<file path="src/egc_pkg.sv">
// Shared definitions for the elevator group controller.
// Holds parameter defaults, field widths and the command beat passed from front to back.
// No dependencies.
`timescale 1ns / 1ps
`default_nettype none

package egc_pkg;

  localparam int NUM_CARS_DEF   = 2;
  localparam int NUM_FLOORS_DEF = 16;

  localparam int OP_W        = 2;
  localparam int CAR_SEL_W   = 3;
  localparam int FLOOR_IN_W  = 4;
  localparam int QUEUE_DEPTH = 2;

  typedef enum logic [1:0] {
    CMD_HALL = 2'd0,
    CMD_CAB  = 2'd1,
    CMD_TICK = 2'd2
  } cmd_kind_t;

  typedef struct packed {
    cmd_kind_t             kind;
    logic [CAR_SEL_W-1:0]  car;
    logic [FLOOR_IN_W-1:0] floor;
    logic                  bad_car;
  } cmd_t;

endpackage

`default_nettype wire

</file>
<file path="src/egc_front.sv">
// Front end: accepts input beats, decodes the operation, saturates the floor and checks the car.
// Depends on egc_pkg.
`timescale 1ns / 1ps
`default_nettype none

module egc_front #(
  parameter int NUM_CARS   = egc_pkg::NUM_CARS_DEF,
  parameter int NUM_FLOORS = egc_pkg::NUM_FLOORS_DEF
) (
  input  wire logic                            in_valid,
  output logic                                 in_stall,
  input  wire logic [egc_pkg::OP_W-1:0]        in_op,
  input  wire logic [egc_pkg::CAR_SEL_W-1:0]   in_car_sel,
  input  wire logic [egc_pkg::FLOOR_IN_W-1:0]  in_target_floor,
  input  wire logic                            q_full,
  output logic                                 q_push,
  output egc_pkg::cmd_t                        q_data
);

  localparam logic [egc_pkg::OP_W-1:0] OP_HALL = 2'd0;
  localparam logic [egc_pkg::OP_W-1:0] OP_CAB  = 2'd1;
  localparam logic [egc_pkg::OP_W-1:0] OP_TICK = 2'd2;
  localparam int SAT_W = 8;

  typedef logic [SAT_W-1:0]                  sat_t;
  typedef logic [egc_pkg::FLOOR_IN_W-1:0]    floor_in_t;
  typedef logic [egc_pkg::CAR_SEL_W:0]       sel_ext_t;

  localparam sat_t     TOP_FLOOR = sat_t'(NUM_FLOORS - 1);
  localparam sel_ext_t CAR_LIMIT = sel_ext_t'(NUM_CARS);

  logic push_ok;

  assign in_stall = q_full;

  always_comb begin
    q_data.car     = in_car_sel;
    q_data.bad_car = 1'b0;
    q_data.floor   = (sat_t'(in_target_floor) > TOP_FLOOR) ? floor_in_t'(TOP_FLOOR)
                                                           : in_target_floor;
    q_data.kind    = egc_pkg::CMD_TICK;
    push_ok        = 1'b1;
    unique case (in_op)
      OP_HALL: begin
        q_data.kind = egc_pkg::CMD_HALL;
      end
      OP_CAB: begin
        q_data.kind    = egc_pkg::CMD_CAB;
        q_data.bad_car = ({1'b0, in_car_sel} >= CAR_LIMIT);
      end
      OP_TICK: begin
        q_data.kind = egc_pkg::CMD_TICK;
      end
      default: begin
        push_ok = 1'b0;
      end
    endcase
  end

  assign q_push = in_valid && !q_full && push_ok;

endmodule

`default_nettype wire

</file>
<file path="src/egc_queue.sv">
// Short command queue between the front end and the car sequencer.
// Depends on egc_pkg for the command beat and the depth.
`timescale 1ns / 1ps
`default_nettype none

module egc_queue (
  input  wire logic          clk,
  input  wire logic          rst_n,
  input  wire logic          push,
  input  wire egc_pkg::cmd_t wr_data,
  output logic               full,
  input  wire logic          pop,
  output logic               empty,
  output egc_pkg::cmd_t      rd_data
);

  localparam int DEPTH = egc_pkg::QUEUE_DEPTH;
  localparam int AW    = (DEPTH > 1) ? $clog2(DEPTH) : 1;
  localparam int CNTW  = $clog2(DEPTH + 1);

  typedef logic [AW-1:0]   ptr_t;
  typedef logic [CNTW-1:0] cnt_t;

  localparam ptr_t LAST_PTR = ptr_t'(DEPTH - 1);
  localparam cnt_t FULL_CNT = cnt_t'(DEPTH);

  egc_pkg::cmd_t mem_r [DEPTH];
  ptr_t wr_ptr_r, rd_ptr_r;
  cnt_t cnt_r;

  assign full    = (cnt_r == FULL_CNT);
  assign empty   = (cnt_r == '0);
  assign rd_data = mem_r[rd_ptr_r];

  always_ff @(posedge clk) begin
    if (push) begin
      mem_r[wr_ptr_r] <= wr_data;
    end
  end

  always_ff @(posedge clk) begin
    if (!rst_n) begin
      wr_ptr_r <= '0;
      rd_ptr_r <= '0;
      cnt_r    <= '0;
    end else begin
      if (push) begin
        wr_ptr_r <= (wr_ptr_r == LAST_PTR) ? '0 : wr_ptr_r + ptr_t'(1);
      end
      if (pop) begin
        rd_ptr_r <= (rd_ptr_r == LAST_PTR) ? '0 : rd_ptr_r + ptr_t'(1);
      end
      if (push && !pop) begin
        cnt_r <= cnt_r + cnt_t'(1);
      end else if (pop && !push) begin
        cnt_r <= cnt_r - cnt_t'(1);
      end
    end
  end

endmodule

`default_nettype wire

</file>
<file path="src/egc_exec.sv">
// Back end: holds the state of every car and carries out calls and ticks one car per cycle
// while the result register is free. Drives the registered result channel. Depends on egc_pkg.
`timescale 1ns / 1ps
`default_nettype none

module egc_exec #(
  parameter int NUM_CARS   = egc_pkg::NUM_CARS_DEF,
  parameter int NUM_FLOORS = egc_pkg::NUM_FLOORS_DEF
) (
  input  wire logic          clk,
  input  wire logic          rst_n,
  input  wire logic          q_empty,
  input  wire egc_pkg::cmd_t q_data,
  output logic               q_pop,
  output logic               out_valid,
  input  wire logic          out_stall,
  output logic               out_kind,
  output logic [2:0]         out_car_id,
  output logic [3:0]         out_car_floor,
  output logic [1:0]         out_car_direction,
  output logic [1:0]         out_car_mode,
  output logic               out_stopped,
  output logic               out_error,
  output logic               out_last
);

  localparam int CW = (NUM_CARS > 1) ? $clog2(NUM_CARS) : 1;
  localparam int PW = $clog2(NUM_FLOORS);
  localparam int NF = NUM_FLOORS;

  typedef logic [CW-1:0] car_t;
  typedef logic [PW-1:0] pos_t;
  typedef logic [PW:0]   posx_t;
  typedef logic [NF-1:0] map_t;

  typedef enum logic [1:0] {
    DIR_UP   = 2'd0,
    DIR_DOWN = 2'd1,
    DIR_IDLE = 2'd2
  } dir_t;

  typedef enum logic [1:0] {
    MODE_MOVING = 2'd0,
    MODE_IDLE   = 2'd1,
    MODE_OPEN   = 2'd2
  } mode_t;

  typedef enum logic [3:0] {
    S_IDLE  = 4'b0001,
    S_SCAN  = 4'b0010,
    S_APPLY = 4'b0100,
    S_TICK  = 4'b1000
  } state_t;

  localparam car_t LAST_CAR     = car_t'(NUM_CARS - 1);
  localparam logic KIND_ACK     = 1'b0;
  localparam logic KIND_STATUS  = 1'b1;
  localparam map_t ALL_ONES     = '1;

  state_t        st_r, st_nxt;
  egc_pkg::cmd_t cmd_r, cmd_nxt;
  car_t          idx_r, idx_nxt;
  car_t          best_r, best_nxt;
  pos_t          bestd_r, bestd_nxt;
  logic          found_r, found_nxt;

  pos_t  pos_r  [NUM_CARS];
  dir_t  head_r [NUM_CARS];
  mode_t mode_r [NUM_CARS];
  map_t  pend_r [NUM_CARS];

  logic       out_valid_r, out_valid_nxt;
  logic       out_kind_r, out_stopped_r, out_error_r, out_last_r;
  logic [2:0] out_car_id_r;
  logic [3:0] out_car_floor_r;
  logic [1:0] out_dir_r, out_mode_r;

  pos_t  cur_pos;
  dir_t  cur_head;
  mode_t cur_mode;
  map_t  cur_pend;
  pos_t  f_pos;
  pos_t  gap;
  logic  has_up, has_dn;
  logic  out_free;
  logic  better;

  pos_t  t_pos;
  dir_t  t_head;
  mode_t t_mode;
  map_t  t_pend;
  logic  t_stop;

  logic  wr_en;
  pos_t  wr_pos;
  dir_t  wr_head;
  mode_t wr_mode;
  map_t  wr_pend;

  logic       emit;
  logic       e_kind, e_stop, e_err, e_last;
  logic [2:0] e_car;

  assign cur_pos  = pos_r[idx_r];
  assign cur_head = head_r[idx_r];
  assign cur_mode = mode_r[idx_r];
  assign cur_pend = pend_r[idx_r];
  assign f_pos    = pos_t'(cmd_r.floor);
  assign gap      = (cur_pos > f_pos) ? cur_pos - f_pos : f_pos - cur_pos;
  assign has_up   = |(cur_pend & (ALL_ONES << (posx_t'(cur_pos) + posx_t'(1))));
  assign has_dn   = |(cur_pend & ~(ALL_ONES << cur_pos));
  assign out_free = !out_valid_r || !out_stall;
  assign better   = (cur_mode == MODE_IDLE) && (!found_r || (gap < bestd_r));

  always_comb begin
    t_pos  = cur_pos;
    t_head = cur_head;
    t_mode = MODE_MOVING;
    t_pend = cur_pend;
    t_stop = 1'b0;
    if (cur_pend == '0) begin
      t_head = DIR_IDLE;
      t_mode = MODE_IDLE;
    end else begin
      if (cur_head == DIR_IDLE && !cur_pend[cur_pos]) begin
        t_head = has_up ? DIR_UP : DIR_DOWN;
      end
      if (t_head == DIR_UP) begin
        if (has_up) begin
          t_pos = cur_pos + pos_t'(1);
        end else if (has_dn) begin
          t_head = DIR_DOWN;
          t_pos  = cur_pos - pos_t'(1);
        end
      end else if (t_head == DIR_DOWN) begin
        if (has_dn) begin
          t_pos = cur_pos - pos_t'(1);
        end else if (has_up) begin
          t_head = DIR_UP;
          t_pos  = cur_pos + pos_t'(1);
        end
      end
      if (cur_pend[t_pos]) begin
        t_pend[t_pos] = 1'b0;
        t_mode        = MODE_OPEN;
        t_stop        = 1'b1;
      end
    end
  end

  always_comb begin
    st_nxt    = st_r;
    cmd_nxt   = cmd_r;
    idx_nxt   = idx_r;
    best_nxt  = best_r;
    bestd_nxt = bestd_r;
    found_nxt = found_r;
    q_pop     = 1'b0;
    wr_en     = 1'b0;
    wr_pos    = cur_pos;
    wr_head   = cur_head;
    wr_mode   = cur_mode;
    wr_pend   = cur_pend;
    emit      = 1'b0;
    e_kind    = KIND_ACK;
    e_car     = 3'(idx_r);
    e_stop    = 1'b0;
    e_err     = 1'b0;
    e_last    = 1'b1;
    unique case (st_r)
      S_IDLE: begin
        if (!q_empty) begin
          q_pop     = 1'b1;
          cmd_nxt   = q_data;
          idx_nxt   = '0;
          best_nxt  = '0;
          found_nxt = 1'b0;
          unique case (q_data.kind)
            egc_pkg::CMD_HALL: st_nxt = S_SCAN;
            egc_pkg::CMD_CAB: begin
              st_nxt = S_APPLY;
              if (!q_data.bad_car) begin
                idx_nxt = car_t'(q_data.car);
              end
            end
            egc_pkg::CMD_TICK: st_nxt = S_TICK;
            default: st_nxt = S_IDLE;
          endcase
        end
      end
      S_SCAN: begin
        if (better) begin
          found_nxt = 1'b1;
          bestd_nxt = gap;
          best_nxt  = idx_r;
        end
        if (idx_r == LAST_CAR) begin
          st_nxt  = S_APPLY;
          idx_nxt = better ? idx_r : best_r;
        end else begin
          idx_nxt = idx_r + car_t'(1);
        end
      end
      S_APPLY: begin
        if (out_free) begin
          emit   = 1'b1;
          st_nxt = S_IDLE;
          if (cmd_r.bad_car) begin
            e_err = 1'b1;
            e_car = cmd_r.car;
          end else begin
            wr_en   = 1'b1;
            wr_pend = cur_pend | (map_t'(1) << f_pos);
            if (f_pos > cur_pos) begin
              wr_head = DIR_UP;
            end else if (f_pos < cur_pos) begin
              wr_head = DIR_DOWN;
            end
          end
        end
      end
      S_TICK: begin
        if (out_free) begin
          emit    = 1'b1;
          wr_en   = 1'b1;
          wr_pos  = t_pos;
          wr_head = t_head;
          wr_mode = t_mode;
          wr_pend = t_pend;
          e_kind  = KIND_STATUS;
          e_stop  = t_stop;
          e_last  = (idx_r == LAST_CAR);
          if (idx_r == LAST_CAR) begin
            st_nxt = S_IDLE;
          end else begin
            idx_nxt = idx_r + car_t'(1);
          end
        end
      end
      default: st_nxt = S_IDLE;
    endcase
  end

  assign out_valid_nxt = emit || (out_valid_r && out_stall);

  always_ff @(posedge clk) begin
    if (!rst_n) begin
      st_r        <= S_IDLE;
      idx_r       <= '0;
      out_valid_r <= 1'b0;
      for (int i = 0; i < NUM_CARS; i++) begin
        pos_r[i]  <= '0;
        head_r[i] <= DIR_IDLE;
        mode_r[i] <= MODE_IDLE;
        pend_r[i] <= '0;
      end
    end else begin
      st_r        <= st_nxt;
      idx_r       <= idx_nxt;
      out_valid_r <= out_valid_nxt;
      if (wr_en) begin
        pos_r[idx_r]  <= wr_pos;
        head_r[idx_r] <= wr_head;
        mode_r[idx_r] <= wr_mode;
        pend_r[idx_r] <= wr_pend;
      end
    end
  end

  always_ff @(posedge clk) begin
    cmd_r   <= cmd_nxt;
    best_r  <= best_nxt;
    bestd_r <= bestd_nxt;
    found_r <= found_nxt;
    if (emit) begin
      out_kind_r      <= e_kind;
      out_car_id_r    <= e_car;
      out_stopped_r   <= e_stop;
      out_error_r     <= e_err;
      out_last_r      <= e_last;
      out_car_floor_r <= e_err ? 4'd0 : 4'(wr_pos);
      out_dir_r       <= e_err ? 2'd0 : wr_head;
      out_mode_r      <= e_err ? 2'd0 : wr_mode;
    end
  end

  assign out_valid         = out_valid_r;
  assign out_kind          = out_kind_r;
  assign out_car_id        = out_car_id_r;
  assign out_car_floor     = out_car_floor_r;
  assign out_car_direction = out_dir_r;
  assign out_car_mode      = out_mode_r;
  assign out_stopped       = out_stopped_r;
  assign out_error         = out_error_r;
  assign out_last          = out_last_r;

  a_tick_ends: assert property (@(posedge clk) disable iff (!rst_n)
    (st_r == S_TICK && out_free && idx_r == LAST_CAR) |=> (st_r == S_IDLE))
    else $error("tick sequence did not finish after the last car");

  a_status_last: assert property (@(posedge clk) disable iff (!rst_n)
    (out_valid_r && out_kind_r == KIND_STATUS && out_last_r)
      |-> (out_car_id_r == 3'(NUM_CARS - 1)))
    else $error("last status beat is not for the highest car");

  a_error_beat: assert property (@(posedge clk) disable iff (!rst_n)
    (out_valid_r && out_error_r)
      |-> (out_kind_r == KIND_ACK && out_car_floor_r == 4'd0 && out_last_r && !out_stopped_r))
    else $error("error beat carries car state");

  a_pos_range: assert property (@(posedge clk) disable iff (!rst_n)
    (st_r == S_TICK) |-> (cur_pos <= pos_t'(NUM_FLOORS - 1)))
    else $error("car position beyond the top floor");

endmodule

`default_nettype wire

</file>
<file path="src/elevator_group_controller.sv">
// Top level of the elevator group controller.
// Instantiates egc_front, egc_queue and egc_exec; depends on egc_pkg.
`timescale 1ns / 1ps
`default_nettype none

// Calls and ticks enter through a two-beat command queue, so the input side keeps accepting
// until it fills while the car sequencer works or the result register is held. The sequencer
// visits one car per cycle, while the result register is free, through a single shared per-car
// unit: a cab call goes from idle to apply, a hall call walks every car in the nearest-idle
// search before apply, and a tick produces one status beat per car in index order. Result beats
// wait in an output register while out_stall is high. Op code 3 is accepted and dropped.

module elevator_group_controller #(
  parameter int NUM_CARS   = egc_pkg::NUM_CARS_DEF,
  parameter int NUM_FLOORS = egc_pkg::NUM_FLOORS_DEF
) (
  input  wire logic                            clk,
  input  wire logic                            rst_n,
  input  wire logic                            in_valid,
  output logic                                 in_stall,
  input  wire logic [egc_pkg::OP_W-1:0]        in_op,
  input  wire logic [egc_pkg::CAR_SEL_W-1:0]   in_car_sel,
  input  wire logic [egc_pkg::FLOOR_IN_W-1:0]  in_target_floor,
  output logic                                 out_valid,
  input  wire logic                            out_stall,
  output logic                                 out_kind,
  output logic [2:0]                           out_car_id,
  output logic [3:0]                           out_car_floor,
  output logic [1:0]                           out_car_direction,
  output logic [1:0]                           out_car_mode,
  output logic                                 out_stopped,
  output logic                                 out_error,
  output logic                                 out_last
);

  logic          q_full, q_empty, q_push, q_pop;
  egc_pkg::cmd_t q_wr_data, q_rd_data;

  egc_front #(
    .NUM_CARS   (NUM_CARS),
    .NUM_FLOORS (NUM_FLOORS)
  ) u_front (
    .in_valid        (in_valid),
    .in_stall        (in_stall),
    .in_op           (in_op),
    .in_car_sel      (in_car_sel),
    .in_target_floor (in_target_floor),
    .q_full          (q_full),
    .q_push          (q_push),
    .q_data          (q_wr_data)
  );

  egc_queue u_queue (
    .clk     (clk),
    .rst_n   (rst_n),
    .push    (q_push),
    .wr_data (q_wr_data),
    .full    (q_full),
    .pop     (q_pop),
    .empty   (q_empty),
    .rd_data (q_rd_data)
  );

  egc_exec #(
    .NUM_CARS   (NUM_CARS),
    .NUM_FLOORS (NUM_FLOORS)
  ) u_exec (
    .clk               (clk),
    .rst_n             (rst_n),
    .q_empty           (q_empty),
    .q_data            (q_rd_data),
    .q_pop             (q_pop),
    .out_valid         (out_valid),
    .out_stall         (out_stall),
    .out_kind          (out_kind),
    .out_car_id        (out_car_id),
    .out_car_floor     (out_car_floor),
    .out_car_direction (out_car_direction),
    .out_car_mode      (out_car_mode),
    .out_stopped       (out_stopped),
    .out_error         (out_error),
    .out_last          (out_last)
  );

endmodule

`default_nettype wire
</file>
<file path="config.mk">
export PLATFORM = sky130hd
export DESIGN_NAME = elevator_group_controller
export DESIGN_NICKNAME = d
export VERILOG_FILES = /design/src/egc_pkg.sv /design/src/egc_front.sv /design/src/egc_queue.sv /design/src/egc_exec.sv /design/src/elevator_group_controller.sv
export SDC_FILE = /design/constraint.sdc
export NUM_CORES = 1
export LEC_CHECK = 0
export BUFFER_PORTS_ARGS = -buffer_cell sky130_fd_sc_hd__buf_4
export CAP_MARGIN = 25
export CORE_ASPECT_RATIO = 0.7
export CORE_MARGIN = 2
export CORE_UTILIZATION = 38
export DETAILED_ROUTE_END_ITERATION = 8
export PLACE_DENSITY = 0.56
export SLEW_MARGIN = 20
export SYNTH_ARGS = -nofsm -noshare
export SYNTH_HDL_FRONTEND = slang
export SYNTH_SLANG_ARGS = --single-unit
export TNS_END_PERCENT = 20
</file>
<file path="constraint.sdc">
create_clock -name clk -period 11.9 [get_ports clk]
set_clock_uncertainty 0.1 [all_clocks]
set_input_delay 2.38 -clock clk [delete_from_list [all_inputs] [get_ports clk]]
set_output_delay 2.38 -clock clk [all_outputs]
set_load 0.01 [all_outputs]
</file>
==> results.tsv, run 1 <==
metric	value	unit
most frequent cells in the layout	97 x edfxtp_1, 77 x nor2_1, 51 x nand2_1	
drt via density	5.87	
Post-Syn Area per Cell	10.4	um^2
pre-CTS setup slack	6.11	ns
Worst setup SP type	flop	
Hold Path Class	reg -> reg	
hold_buf cts	0	
clock sinks	109	
first-pass GRT wire length	30600	um
Iteration-0 DRC Markers	698	
Yosys reg bits	109	
NetSw	0.627	mW
fillers	1672	
CTS max path bufs	2	
initial antenna violation count	0	
Main synth FF type	edfxtp_1	
internal power	0.887	mW
register area share after synthesis	47.6	%
largest net degree at the start of global routing	66	
clock-pin slew on the worst setup and hold paths	0.08	ns
IO Port Bufs	29	
most common cell after layout, fill and taps aside	edfxtp_1	
setup slack after layout	5.98	ns
pwr dens	204	mW/mm^2
Worst Max-Slew Pin Slew	0.951	ns
DR vias	5298	
Core Box Area	0.0171	mm^2
Layout area overhead	11.9	%
Sw Share	41.4	%
Final Max Tran Viols	0	
Root Driver	clkbuf_16	
worst setup path class	reg -> reg	
Num CTS Buffers	9	
total die area	0.0185	mm^2
DIE WIDTH	162	um
Fmax	169	MHz
Setup Buffers After CTS	0	
main combinational cell family by area after synthesis	simple AND/OR/NAND/NOR gates	
outcome	completed	
routed len/inst	21.9	um
Clk pwr share	20.7	%
sequential share of power	34.6	%
H-Tree Depth	3	
Setup Viol. Count Final	0	
ys async rst share	0	%
Synth Area in Compound Gates	17.0	%
CP required	11.88	ns
# DRC	0	
Max-cap violations	0	
critical path endpoint category	flop	
grt total ovfl	0	
# resized after CTS	0	
Routed Antenna Nets	0	
TritonCTS clock tree	done	
vias in the first global route	5129	
YS warnings	0	
combinational power share	44.7	%
number of synthesized flops with an enable pin	97	
Leak	2.70	nW
cell count after synthesis	638	
critical path arrival	5.90	ns
antenna cells	0	
Routed Wire Length	19800	um
Metal-1 WL	9810	um
DR WL met2	7640	um
Max rail drop VDD	0.132	mV
simple-gate share of the synthesized area	17.9	%
GRT Total Usage	22.2	%
relative slew slack	36.4	%
# rows	40	
Mapped Nets	672	
Post-Route Utilization	43.3	%
Adder-Cell Fraction of Synth Area	4.19	%
DR top layer	met4	
Yosys cell types	86	
initial core utilization	38.7	%
Layout Nets	701	
met3 wire length	2120	um
unrepaired setup endpoints after global routing	false	
area of the mapped netlist	0.00663	mm^2
Skew-Pair Late Insertion Delay	0.36	ns
CP Max Fanout	65	
register area	0.00315	mm^2
multiplexer share of the synthesized area	9.02	%
Pre-antenna DRT Iters	5	
final hold viol count	0	
Multi-input gate area	0.00324	mm^2
Fin Setup TNS	0	ns
share of cells above drive strength 1	14.7	%
xor and xnor area share after synthesis	0.793	%
RePlAce Congestion	0.950	
I/O pin cnt	30	
Period minus WS final	5.92	ns
final worst-path cycle share	49.8	%
hpwl dp	15000	um
die height	115	um
==> power by group through the flow <==
stage                     clock (mW)  sequential, mW  combinational [mW]
after floorplan                    0           0.515               0.491
after global placement             0           0.531               0.647
after detailed placement           0           0.532               0.655
after CTS                      0.320           0.523               0.659
after global routing           0.336           0.531               0.737
final                          0.313           0.524               0.677
==> kinds of logic after synthesis <==
| family | after synthesis |
|---|---|
| AO/OA/AOI/OAI | 159 |
| AND/OR/NAND/NOR | 237 |
| buffers and inverters | 51 |
| multiplexers | 55 |
| XOR/XNOR | 6 |
| adder cells (fa/ha/maj) | 21 |
| flip-flops | 109 |
==> path summary, 6_finish.rpt <==
kind | startpoint | end | slack [ns] | cells after the start
worst max-delay path | flop | u_exec.pend_r[0][2] | 5.98 | 16
worst min-delay path | u_exec.cmd_r[7] | u_exec.out_car_id[2] | 0.42 | 1
worst max register to register | flop | u_exec.pend_r[0][2] | 5.98 | 16
worst min register to register | u_exec.cmd_r[7] | u_exec.out_car_id[2] | 0.42 | 1
==> state kept, by name, summed over array words and instances, names as in the netlist, 2 cells and up, named ones only <==
register / count
u_exec.bestd_r: 4
u_exec.cmd_r: 4
u_exec.f_pos: 4
u_exec.head_r: 4
u_exec.mode_r: 4
u_exec.out_car_direction: 2
u_exec.out_car_floor: 4
u_exec.out_car_id: 3
u_exec.out_car_mode: 2
u_exec.pend_r: 32
u_exec.pos_r: 8
u_exec.st_r: 4
u_queue.cnt_r: 2
u_queue.mem_r: 20
==> layer usage <==
layer  vias to the layer above  GRT usage (%)
li1                       2470              -
met1                      2541           35.5
met2                       268           28.9
met3                        19           6.66
met4                         0           4.54
met5                         -              0
==> synthesized netlist by cell type (all sizes together) (6+ instances only) <==
library cell / instances / area (um^2)
edfxtp: 97 / 2910
nor2: 77 / 289
nand2: 51 / 191
o21ai: 37 / 185
mux2i: 35 / 358
a21oi: 34 / 174
inv: 29 / 109
nor3: 22 / 120
ha: 19 / 238
mux2: 19 / 218
nand3: 18 / 90.1
nand2b: 15 / 101
dfxtp: 12 / 240
nor2b: 12 / 77.6
clkbuf: 11 / 41.3
and2: 10 / 62.6
buf: 10 / 77.6
a21o: 8 / 60.1
a21boi: 7 / 56.3
o211a: 7 / 70.1
o211ai: 6 / 58.8
o31ai: 6 / 45.0
==> stage by stage <==
stage | power [mW] | instance area, um^2 | hold WS, ns | instances
after global routing | 1.60 | 7420 | 0.460 | 903
after detailed placement | 1.19 | 7090 | 0.407 | 886
after global placement | 1.18 | 7090 | 0.400 | 886
after CTS | 1.50 | 7400 | 0.430 | 902
after floorplan | 1.01 | 6630 | 0.388 | 638
final | 1.51 | 7420 | 0.423 | 903
==> final cells by class <==
cell class | count | area share (%)
multi-input cells | 478 | 43.7
clock buffers | 9 | 3.04
well taps | 231 | 3.90
repair buffers | 39 | 4.05
flip-flops and latches | 109 | 42.5
clock inverters | 7 | 1.23
inverters | 30 | 1.52
==> worst max-delay path, stage by stage, from the launching register on <==
cell	delay, ns
dfxtp_2	0.32
buf_4	0.61
mux2i_1	0.26
buf_4	0.22
clkinv_1	0.26
ha_1	0.33
ha_1	0.42
nor3b_1	0.08
or4_1	0.58
o31a_1	0.42
o311ai_1	0.27
o221a_1	0.23
o211a_1	0.47
mux4_2	0.59
nand2b_4	0.17
o21ai_1	0.19
nor2_1	0.06
Power figures use the tool's default switching activity.
==> run 2, diff against run 1 <==
ABC_AREA = 1   (was default)
PLACE_DENSITY = 0.58   (was 0.56)
clock period = 5.1 ns   (was 11.9 ns; I/O delays follow)
==> results.tsv, run 2 <==
metric	value	unit	change
outcome	completed		
Core Box Area	0.0181	mm^2	+5.5%
Most flops, register	u_exec.pend_r		
Main synth FF type	edfxtp_1		
TritonCTS clock tree	done		
antenna cells	0		unchanged
pre-CTS setup slack	0.686	ns	-5.42 ns
Setup Viol. Count Final	0		unchanged
Root Driver	clkbuf_16		
Largest stage delay, worst path	0.58	ns	-0.03 ns
most common cell after layout, fill and taps aside	nand2_1		
routed len/inst	16.8	um	-23%
Routed Wire Length	19500	um	-1.4%
Post-Syn Area per Cell	7.83	um^2	-25%
Layout area overhead	10.1	%	
register area share after synthesis	44.9	%	-2.7 points
GRT Total Usage	20.2	%	-2.0 points
area of the mapped netlist	0.00702	mm^2	+5.9%
Yosys cell types	45		-48%
first-pass GRT wire length	30800	um	+0.41%
crit-path cells	buf_4 -> nand2_1 -> o21ai_1 -> ha_1 -> inv_1 -> fa_1 -> inv_1 -> o21ai_0 -> nand2_1 -> mux2_2 -> ha_1 -> a21oi_1 -> o21ai_0 -> a21oi_1 -> nand3_1 -> a211oi_1		
Pre-antenna DRT Iters	6		+1
largest registers	u_exec.pend_r: 32 flops, u_queue.mem_r: 20 flops, u_exec.pos_r: 8 flops		
Hold Path Class	reg -> reg		
clock-pin slew on the worst setup and hold paths	0.08	ns	about the same
Max-cap violations	0		unchanged
Yosys top cell by area	edfxtp_1		
Metal-1 WL	9630	um	-1.8%
number of synthesized flops with an enable pin	97		unchanged
vias in the first global route	5543		+8.1%
Max rail drop VDD	0.202	mV	+53%
critical path endpoint category	flop		
met3 wire length	2140	um	+1.2%
critical path's top delay family	compound AO/OA/AOI/OAI gates		
Routed Antenna Nets	0		unchanged
most frequent cells in the layout	261 x nand2_1, 97 x edfxtp_1, 96 x inv_1		
CP Max Fanout	25		-62%
relative slew slack	34.1	%	-2.3 points
Setup Buffers After CTS	0		unchanged
DR WL met2	7530	um	-1.5%
IO Port Bufs	29		unchanged
Yosys reg bits	109		unchanged
Layout Nets	955		+36%
I/O pin cnt	30		unchanged
DIE WIDTH	166	um	+2.9%
final worst-path cycle share	87.5	%	+38 points
WP buf/inv	3		unchanged
worst setup path class	reg -> reg		
Iteration-0 DRC Markers	851		+22%
drt via density	5.26		-10%
Mapped Nets	931		+39%
Multi-input gate area	0.00328	mm^2	+1.0%
RePlAce Congestion	0.999		+5.2%
Fin Setup TNS	0	ns	unchanged
pwr dens	523	mW/mm^2	+160%
# rows	41		+2.5%
Worst Max-Slew Pin Slew	0.978	ns	+0.0277 ns
hpwl dp	14400	um	-3.8%
Skew-Pair Late Insertion Delay	0.36	ns	about the same
setup slack after layout	0.639	ns	-5.34 ns
Final Max Tran Viols	0		unchanged
DR top layer	met4		
final hold viol count	0		unchanged
synth top area cells	edfxtp_1 41%, nand2_1 14%, inv_1 5.1%		
YS warnings	0		unchanged
CP required	5.03	ns	-6.85 ns
critical path arrival	4.39	ns	-1.51 ns
# DRC	0		unchanged
grt total ovfl	0		unchanged
die height	118	um	+2.8%
DR vias	6111		+15%
clock sinks	109		unchanged
Period minus WS final	4.46	ns	-1.46 ns
Largest register FFs	32		unchanged
top post-synthesis cells by count	261 x nand2_1, 97 x edfxtp_1, 96 x inv_1, 84 x nor2_1, 70 x a21oi_1		
Fmax	224	MHz	+33%
cell count after synthesis	897		+41%
initial core utilization	38.9	%	+0.16 points
most frequent cell after synthesis	nand2_1		
unrepaired setup endpoints after global routing	false		
ys async rst share	0	%	unchanged
Leak	3.31	nW	+23%
post-synth top area share	41.5	%	-2.5 points
CTS max path bufs	2		unchanged
fillers	1857		+11%
largest net degree at the start of global routing	38		-42%
total die area	0.0196	mm^2	+5.7%
share of cells above drive strength 1	12.7	%	-2.0 points
register area	0.00315	mm^2	about the same
H-Tree Depth	3		unchanged
Worst setup SP type	flop		
initial antenna violation count	0		unchanged
Num CTS Buffers	9		unchanged
CP max-delay cell	dfxtp_1		
hold_buf cts	0		unchanged
# resized after CTS	0		unchanged
## run 2: cell types whose count changed after synthesis, sizes merged, moves of 33 or more
cell / before / now
mux2i: 35 / 2
o21ai: 37 / 74
nand3: 18 / 58
nand2: 51 / 287
inv: 29 / 109
a21oi: 34 / 70
## run 2: logic make-up after synthesis
kind of cell	synth area share, %
mux	1.57
compound gates	12.3
fa+ha+maj	3.96
xor+xnor	0.374
simple gates	28.4
flops	44.9
buf+inv	8.50
## run 2: final timing paths
path | end | cells after the start | slack [ns] | startpoint
max reg2reg | u_exec.best_r | 16 | 0.64 | flop
min | u_queue.rd_ptr_r | 1 | 0.36 | u_queue.rd_ptr_r
min reg2reg | u_queue.rd_ptr_r | 1 | 0.36 | u_queue.rd_ptr_r
max | u_exec.best_r | 16 | 0.64 | flop
## run 2: cell type report
cell class / instances / share of cell area [%]
Clock buffer: 11 / 3.14
Clock inverter: 5 / 0.566
Inverter: 109 / 5.32
Multi-Input combinational cell: 651 / 42.4
Sequential cell: 109 / 40.8
Tap cell: 236 / 3.82
Timing Repair Buffer: 41 / 3.98
## run 2: layer usage
| layer | vias up | GRT usage, % |
|---|---|---|
| li1 | 3021 | - |
| met1 | 2793 | 31.2 |
| met2 | 277 | 27.1 |
| met3 | 20 | 6.36 |
| met4 | 0 | 4.85 |
| met5 | - | 0 |
## run 2: where the power goes
part | switching, mW | internal [mW]
combinational | 1.48 | 0.644
sequential | 0.0886 | 1.14
clock | 0.335 | 0.353
## run 2: worst register-to-register path, cell delays in order, from the launching register on
cell      delay (ns)
dfxtp_1         0.58
buf_4           0.41
nand2_1         0.09
o21ai_1         0.36
ha_1            0.27
inv_1           0.06
fa_1            0.36
inv_1           0.07
o21ai_0         0.08
nand2_1         0.13
mux2_2          0.37
ha_1            0.27
a21oi_1         0.18
o21ai_0         0.15
a21oi_1         0.15
nand3_1         0.12
a211oi_1        0.37
## run 2: through the flow
| step | hold slack [ns] | total power [mW] | utilization (%) | cell area, um^2 | std cells |
|---|---|---|---|---|---|
| 6_report | 0.358 | 4.04 | 42.8 | 7730 | 1162 |
| 5_1_grt | 0.381 | 4.36 | 42.8 | 7730 | 1162 |
| 4_1_cts | 0.357 | 4.01 | 42.8 | 7730 | 1162 |
| 3_5_place_dp | 0.347 | 3.31 | 41.2 | 7450 | 1146 |
| 3_3_place_gp | 0.334 | 3.33 | 41.2 | 7450 | 1146 |
| 2_1_floorplan | 0.326 | 2.80 | - | 7020 | 897 |
==> run 3, diff against run 2 <==
CORE_UTILIZATION = 50   (was 38)
PLACE_DENSITY = 0.71   (was 0.58)
==> results.tsv, run 3 (synthesis results as in run 2) <==
metric	value	unit	change
hold_buf cts	0		unchanged
Hold Path Origin	u_queue.rd_ptr_r		
critical path arrival	4.49	ns	+0.10 ns
first-pass GRT wire length	29900	um	-2.9%
routed len/inst	16.8	um	about the same
CP required	5.10	ns	+0.07 ns
worst reg2reg endpoint	u_exec.pend_r[0][8]		
Routed Wire Length	18700	um	-3.9%
drt via density	5.64		+7.2%
hold path depth	1		unchanged
Most flops, register	u_exec.pend_r		
Iteration-0 DRC Markers	767		-9.9%
Worst Max-Slew Pin Slew	0.884	ns	-0.0941 ns
Max-cap violations	0		unchanged
GRT Total Usage	25.8	%	+5.6 points
I/O pin cnt	30		unchanged
grt total ovfl	0		unchanged
Power Total	4.09	mW	+1.1%
Largest stage delay, worst path	0.62	ns	+0.04 ns
most frequent cells in the layout	261 x nand2_1, 97 x edfxtp_1, 96 x inv_1		
pwr dens	530	mW/mm^2	+1.5%
die height	103	um	-12%
vias in the first global route	5546		+0.054%
# resized after CTS	0		unchanged
largest registers	u_exec.pend_r: 32 flops, u_queue.mem_r: 20 flops, u_exec.pos_r: 8 flops		
critical path's top delay family	simple AND/OR/NAND/NOR gates		
share of cells above drive strength 1	13.0	%	+0.22 points
final hold viol count	0		unchanged
clock sinks	109		unchanged
Hold Path Class	reg -> reg		
WP buf/inv	5		+2
hpwl dp	13600	um	-6.0%
Largest register FFs	32		unchanged
Fin Setup TNS	0	ns	unchanged
clock-pin slew on the worst setup and hold paths	0.08	ns	about the same
outcome	completed		
Setup Buffers After CTS	0		unchanged
CTS max path bufs	2		unchanged
Period minus WS final	4.49	ns	+0.0268 ns
Skew-Pair Late Insertion Delay	0.36	ns	about the same
Num CTS Buffers	9		unchanged
# rows	36		-12%
Crit path top cell by count	nand2_1		
relative slew slack	40.8	%	+6.7 points
antenna cells	0		unchanged
FF-to-FF path depth	25		+9
Fmax	223	MHz	-0.60%
Layout Nets	955		unchanged
DIE WIDTH	146	um	-13%
most common cell after layout, fill and taps aside	nand2_1		
Pre-antenna DRT Iters	6		unchanged
critical path endpoint category	flop		
Layout area overhead	9.73	%	
Leak	3.32	nW	+0.28%
largest net degree at the start of global routing	38		unchanged
initial core utilization	50.8	%	+12 points
CP Max Fanout	30		+20%
Root Driver	clkbuf_16		
DR vias	6289		+2.9%
initial antenna violation count	0		unchanged
Core Box Area	0.0138	mm^2	-23%
Final Max Tran Viols	0		unchanged
Routed Antenna Nets	0		unchanged
# DRC	0		unchanged
worst setup path class	reg -> reg		
final worst-path cycle share	88.0	%	+0.53 points
Worst setup SP type	flop		
CP max-delay cell	dfxtp_1		
total die area	0.0150	mm^2	-23%
TritonCTS clock tree	done		
Worst R2R Setup Slack	0.61	ns	-0.03 ns
Setup Viol. Count Final	0		unchanged
Max rail drop VDD	0.240	mV	+19%
RePlAce Congestion	1.03		+3.0%
unrepaired setup endpoints after global routing	false		
H-Tree Depth	3		unchanged
IO Port Bufs	29		unchanged
## run 3: metrics by stage
step                      area (um^2)  utilization [%]  worst slack, ns  std cells  hold slack [ns]
final                            7700             55.7            0.612       1116            0.358
after global placement           7380             53.4            0.941       1099            0.333
after floorplan                  7020                -             1.47        897            0.326
after global routing             7700             55.7            0.334       1116            0.389
after detailed placement         7380             53.4            0.842       1099            0.341
after CTS                        7700             55.7            0.798       1115            0.354
## run 3: cell type report
| type | instances | area [um^2] |
|---|---|---|
| multi-input combinational | 651 | 3280 |
| timing repair buffer | 41 | 308 |
| sequential | 109 | 3150 |
| clock inverter | 7 | 91.3 |
| clock buffer | 9 | 225 |
| tap | 190 | 238 |
| fill | 1266 | 6120 |
| inverter | 109 | 412 |
## run 3: worst max path at each step
stage	to	start	slack [ns]	depth (start not counted)
final	u_exec.pend_r[0][8]	flop	0.61	25
after floorplan	u_exec.head_r[0][0]	out_stall	1.47	8
after detailed placement	u_exec.pend_r[1][8]	flop	0.84	25
after global placement	u_exec.pend_r[1][13]	flop	0.94	25
after CTS	u_exec.pend_r[1][8]	flop	0.80	25
after global routing	u_exec.pend_r[1][10]	flop	0.33	25
## run 3: metal layers
layer / track usage, % / part of all wire, % / up-vias
met2: 37.2 / 40 / 342
met4: 5.58 / 1.0 / 0
met3: 5.53 / 12 / 20
li1: - / - / 3016
met5: 0 / 0 / -
met1: 39.7 / 47 / 2911
## run 3: power breakdown
part	total (mW)	leakage (nW)	switching (mW)	internal, mW
registers	1.23	1.03	0.0868	1.14
clock network	0.721	0.151	0.368	0.354
logic	2.14	2.14	1.49	0.645
total	4.09	3.32	1.95	2.14
